`src/lif_neuron_population_update_core_macros.svh`:
```
// Assertion macros for the neuron population update core.
// Used by the top level only; expects i_clk and i_rst_n in scope.
`ifndef LIF_NEURON_POPULATION_UPDATE_CORE_MACROS_SVH
`define LIF_NEURON_POPULATION_UPDATE_CORE_MACROS_SVH

// The consequent must hold in the same cycle as the antecedent.
`define LIF_ASSERT_SAME(lbl, ante, cons) \
    lbl: assert property (@(posedge i_clk) disable iff (!i_rst_n) (ante) |-> (cons)) \
        else $error("lif core: same-cycle check failed");

// The consequent must hold in the cycle after the antecedent.
`define LIF_ASSERT_NEXT(lbl, ante, cons) \
    lbl: assert property (@(posedge i_clk) disable iff (!i_rst_n) (ante) |=> (cons)) \
        else $error("lif core: next-cycle check failed");

`endif

```
`src/lif_pkg.sv`:
```
// Shared types and constants of the neuron population update core.
// No dependencies; imported by every module of the core.
package lif_pkg;

    localparam int NEURON_W  = 8;
    localparam int CURRENT_W = 24;
    localparam int MEM_W     = 16;
    localparam int REF_W     = 16;
    localparam int COUNT_W   = 9;
    localparam int CFG_IDX_W = 3;
    localparam int CFG_DAT_W = 16;

    typedef enum logic [CFG_IDX_W-1:0] {
        REG_NEURON_COUNT      = 3'd0,
        REG_DECAY             = 3'd1,
        REG_THRESHOLD         = 3'd2,
        REG_REST_LEVEL        = 3'd3,
        REG_RESET_LEVEL       = 3'd4,
        REG_REFRACTORY_PERIOD = 3'd5,
        REG_TICK_DURATION     = 3'd6
    } t_cfg_reg;

    localparam logic [COUNT_W-1:0]       RST_NEURON_COUNT = 9'd256;
    localparam logic [15:0]              RST_DECAY        = 16'd62259;
    localparam logic signed [MEM_W-1:0]  RST_THRESHOLD    = -16'sd12800;
    localparam logic signed [MEM_W-1:0]  RST_REST_LEVEL   = -16'sd17920;
    localparam logic signed [MEM_W-1:0]  RST_RESET_LEVEL  = -16'sd16640;
    localparam logic [REF_W-1:0]         RST_REFRACTORY   = 16'd2000;
    localparam logic [REF_W-1:0]         RST_TICK         = 16'd1000;

    localparam logic signed [MEM_W-1:0]  MEMBRANE_INIT    = -16'sd17920;
    localparam logic [COUNT_W-1:0]       COUNT_MAX        = 9'd511;

    typedef struct packed {
        logic [COUNT_W-1:0]       neuron_count;
        logic [15:0]              decay;
        logic signed [MEM_W-1:0]  threshold;
        logic signed [MEM_W-1:0]  rest_level;
        logic signed [MEM_W-1:0]  reset_level;
        logic [REF_W-1:0]         refractory_period;
        logic [REF_W-1:0]         tick_duration;
    } t_cfg;

    typedef struct packed {
        logic signed [MEM_W-1:0] membrane;
        logic [REF_W-1:0]        refractory;
    } t_nstate;

endpackage

```
`src/lif_cfg_regs.sv`:
```
// Configuration register file of the neuron population update core.
// Depends on lif_pkg for the register codes, reset values and t_cfg.
module lif_cfg_regs
    import lif_pkg::*;
(
    input  logic                 i_clk,
    input  logic                 i_rst_n,
    input  logic                 i_cfg_valid,
    input  logic [CFG_IDX_W-1:0] i_cfg_index,
    input  logic [CFG_DAT_W-1:0] i_cfg_data,
    output logic                 o_cfg_ready,
    output t_cfg                 o_cfg
);

    t_cfg r_cfg;

    assign o_cfg_ready = 1'b1;
    assign o_cfg       = r_cfg;

    always_ff @(posedge i_clk) begin
        if (!i_rst_n) begin
            r_cfg.neuron_count      <= RST_NEURON_COUNT;
            r_cfg.decay             <= RST_DECAY;
            r_cfg.threshold         <= RST_THRESHOLD;
            r_cfg.rest_level        <= RST_REST_LEVEL;
            r_cfg.reset_level       <= RST_RESET_LEVEL;
            r_cfg.refractory_period <= RST_REFRACTORY;
            r_cfg.tick_duration     <= RST_TICK;
        end else if (i_cfg_valid) begin
            unique case (t_cfg_reg'(i_cfg_index))
                REG_NEURON_COUNT:      r_cfg.neuron_count      <= i_cfg_data[COUNT_W-1:0];
                REG_DECAY:             r_cfg.decay             <= i_cfg_data;
                REG_THRESHOLD:         r_cfg.threshold         <= $signed(i_cfg_data);
                REG_REST_LEVEL:        r_cfg.rest_level        <= $signed(i_cfg_data);
                REG_RESET_LEVEL:       r_cfg.reset_level       <= $signed(i_cfg_data);
                REG_REFRACTORY_PERIOD: r_cfg.refractory_period <= i_cfg_data;
                REG_TICK_DURATION:     r_cfg.tick_duration     <= i_cfg_data;
                default: begin
                end
            endcase
        end
    end

endmodule

```
`config.mk`:
```
export PLATFORM = sky130hd
export DESIGN_NAME = lif_cfg_regs
export DESIGN_NICKNAME = d
export VERILOG_FILES = /design/src/lif_neuron_population_update_core_macros.svh /design/src/lif_pkg.sv /design/src/lif_cfg_regs.sv
export SDC_FILE = /design/constraint.sdc
export NUM_CORES = 1
export LEC_CHECK = 0
export BUFFER_PORTS_ARGS = -buffer_cell sky130_fd_sc_hd__buf_2
export CAP_MARGIN = 20
export CORE_ASPECT_RATIO = 0.7
export CORE_UTILIZATION = 54
export CTS_CLUSTER_DIAMETER = 150
export DETAILED_ROUTE_END_ITERATION = 8
export PLACE_DENSITY = 0.89
export SLEW_MARGIN = 15
export SYNTH_ARGS = -nofsm -noshare
export SYNTH_HDL_FRONTEND = slang
export SYNTH_SLANG_ARGS = --single-unit
```
`constraint.sdc`:
```
create_clock -name i_clk -period 2.6 [get_ports i_clk]
set_input_delay 0 -clock i_clk [delete_from_list [all_inputs] [get_ports i_clk]]
set_output_delay 0 -clock i_clk [all_outputs]
set_load 0.005 [all_outputs]
```
==> summary.md <==
| Metric | Value |
|---|---|
| Worst path max stage delay | 0.87 ns |
| Seq. cell area | 2100 µm² |
| Post-Route WL | 9920 µm |
| Hold Startpoint | i_cfg_data[2] |
| Postcts setup bufs | 0 |
| Commonest cells after routing, fill and taps aside | buf_2, mux2i_1, dfxtp_1 |
| Commonest non-fill, non-tap cell in the layout | buf_2 |
| WP buf/inv | 1 |
| # diodes | 0 |
| Critical path startpoint category | input port |
| WHS Path Cells | 3 |
| CTS tree | done |
| Clk_lat worst skew | 0.35 ns |
| Post-Layout Cell Count | 620 |
| # rows | 26 |
| Number of hold violations in the final report | 0 |
| Post-synthesis mux area share | 0.259 |
| Routed Antenna Nets | 0 |
| Vias per Instance | 5.05 |
| Clk slew on worst S/H paths | 0.10 ns |
| Die X | 106 µm |
| P_leak | 2.54 nW |
| RR Endpoint | o_cfg[79]$_SDFFE_PN1P_ |
| Largest register FFs | 105 |
| Vias in the first global route | 2,969 |
| Global route hottest layer | met2 |
| DP Cell Count | 589 |
| Largest area contributor in the synthesized netlist | dfxtp_1 |
| RSZ-0062 raised after global routing | false |
| Final Critical Period | 1.05 ns |
| Pins Over Slew Limit | 0 |
| Hpwl dp | 6870 µm |
| Core Util, Final | 0.700 |
| Drt wl/cell | 16.0 µm |
| WP data required | 2.88 ns |
| Port buffer count | 126 |
| Post-synthesis compound-gate area fraction | 0 |
| Register area share after synthesis | 0.519 |
| Synth Area in XOR/XNOR | 0 |
| H-Tree Depth | 3 |
| Footprint of the multi-input gates | 1830 µm² |
| Pre-CTS setup slack | 1.19 ns |
| Synth top area cells | dfxtp_1, mux2i_1, nor2b_1, nand2_1, clkbuf_1 |
| RD Place Congestion | 0.804 |
| First-pass GRT wire length | 15,200 µm |
| Largest family of logic cells by synthesized area | multiplexers |
| Die height | 74.5 µm |
| CP delay by family, top | simple AND/OR/NAND/NOR gates |
| Initial antenna violation count | 0 |
| Clk sink count | 105 |
| Max-cap violations | 0 |
| Initial drt markers | 151 |
| Fmax | 0.952 GHz |
| Post-Route Setup TNS | 0 ns |
| Core Area | 7290 µm² |
| CP max-delay cell | nor4bb_4 |
| Worst Hold Path EP | o_cfg[34]$_SDFFE_PN0P_ |
| Crit path DAT | 1.33 ns |
| Num CTS Buffers | 9 |
| Global route overflow | 0 |
| CP Launch Point | i_cfg_valid |
| Post-synthesis cell type count | 14 |
| GR Util met1 | 0.351 |
| DR DRC count | 0 |
| CTS resizes | 0 |
| GRT Overall Usage | 0.256 |
| Status | finished clean |
| Worst-path fanout max | 10 |
| Cell Pwr Density | 570 nW/µm² |
| Setup-failing EPs final | 0 |
| Skew final | 0 ns |
| Nets@finish | 539 |
| R2r setup slk | 1.91 ns |
| HP Class | in -> reg |
| Vias | 3,131 |
| Reg-to-reg startpoint | o_cfg[79]$_SDFFE_PN1P_ |
| Period utilisation layout | 0.404 |
| Final worst-path setup slack | 1.55 ns |
| P&R area growth vs syn | 25.8% |
| Slew HR | 0.378 |
| WS Path Type | in -> reg |
| Post-synthesis instance area | 4050 µm² |
| Worst path cell trace | buf_2 -> nor4bb_4 -> mux2i_1 |
| Boundary Pins | 128 |
| Fillers | 554 |
| Root buf cell | clkbuf_8 |
| Yosys warns | 0 |
| Mapped Avg Cell Area | 10.5 µm² |
| Worst R2R Path Depth | 2 |
| GR Layer Usage met2 | 0.404 |
| Longest Clk Path Bufs | 2 |
| Cell count after synthesis | 386 |
| Synth Area in Adders | 0 |
| Fraction of layout instances using a drive strength above 1 | 0.289 |
| Routing usage on met3 | 0.0789 |
| Register bit total from synthesis | 105 |
| Die area | 7860 µm² |
| Worst slew pin tran | 0.932 ns |
| Peak VDD IR | 0.287 mV |
| Starting Density | 0.556 |
| Syn Nets | 408 |
| Synth Area in Simple Gates | 0.183 |
| Largest net degree at the start of global routing | 70 |
| Top cell type's share of synthesized area | 0.519 |
| TritonRoute pass-1 iters | 5 |
| Pwr Total | 2.91 mW |
| Nature of the critical path endpoint | flip-flop |
tightest hold or removal path, stage by stage:
cell,delay (ns)
buf_2,0.07
nand2_1,0.18
mux2i_1,0.17
logic make-up after synthesis:
kind of cell / count (synthesis)
multiplexers: 105
other: 1
buffers and inverters: 30
AND/OR/NAND/NOR: 145
flip-flops: 105
timing repair:
action                     CTS  global route
setup endpoints to repair    0             0
hold endpoints to repair    43             0
hold buffers                15             0
synthesized netlist by cell type:
cell	n
and4b_1	2
buf_2	9
buf_4	4
buf_6	2
clkbuf_1	15
conb_1	1
dfxtp_1	105
mux2i_1	105
nand2_1	80
nand4b_1	3
nand4bb_1	2
nor2b_1	55
nor4bb_1	2
or4b_1	1
routing by layer:
layer | share of wire | wire length (µm) | vias up
met5 | 0 | 0 | -
met4 | 0.0025 | 25 | 0
met3 | 0.065 | 648 | 2
met2 | 0.45 | 4450 | 93
met1 | 0.48 | 4790 | 1505
li1 | - | - | 1531
layout make-up:
type,count,area share
multi-input combinational,251,0.358
clock buffer,12,0.0285
sequential,105,0.412
timing repair buffer,150,0.167
tap,98,0.0240
clock inverter,4,0.0101
worst max-delay path by stage:
stage	to	slack (ns)	cells past startpoint
finish	o_cfg[95]$_SDFFE_PN1P_	1.55	3
global route	o_cfg[86]$_SDFFE_PN0P_	1.51	3
CTS	o_cfg[95]$_SDFFE_PN1P_	1.56	3
detailed placement	o_cfg[95]$_SDFFE_PN1P_	1.19	3
global placement	o_cfg[104]$_SDFFE_PN1P_	1.28	3
floorplan	o_cfg[69]$_SDFFE_PN0P_	1.59	5
report_power, final:
group          total [mW]  internal, mW  switching [mW]
Sequential           1.66          1.64          0.0197
Clock                1.00         0.475           0.529
Combinational       0.243         0.113           0.130
per-stage QoR:
step,instance area (µm²),hold slack [ns]
2_1_floorplan,4050,0.160
3_3_place_gp,4750,0.267
3_5_place_dp,4750,0.288
4_1_cts,5100,0.0785
5_1_grt,5100,0.0909
6_report,5100,0.101
Power figures use the tool's default switching activity.
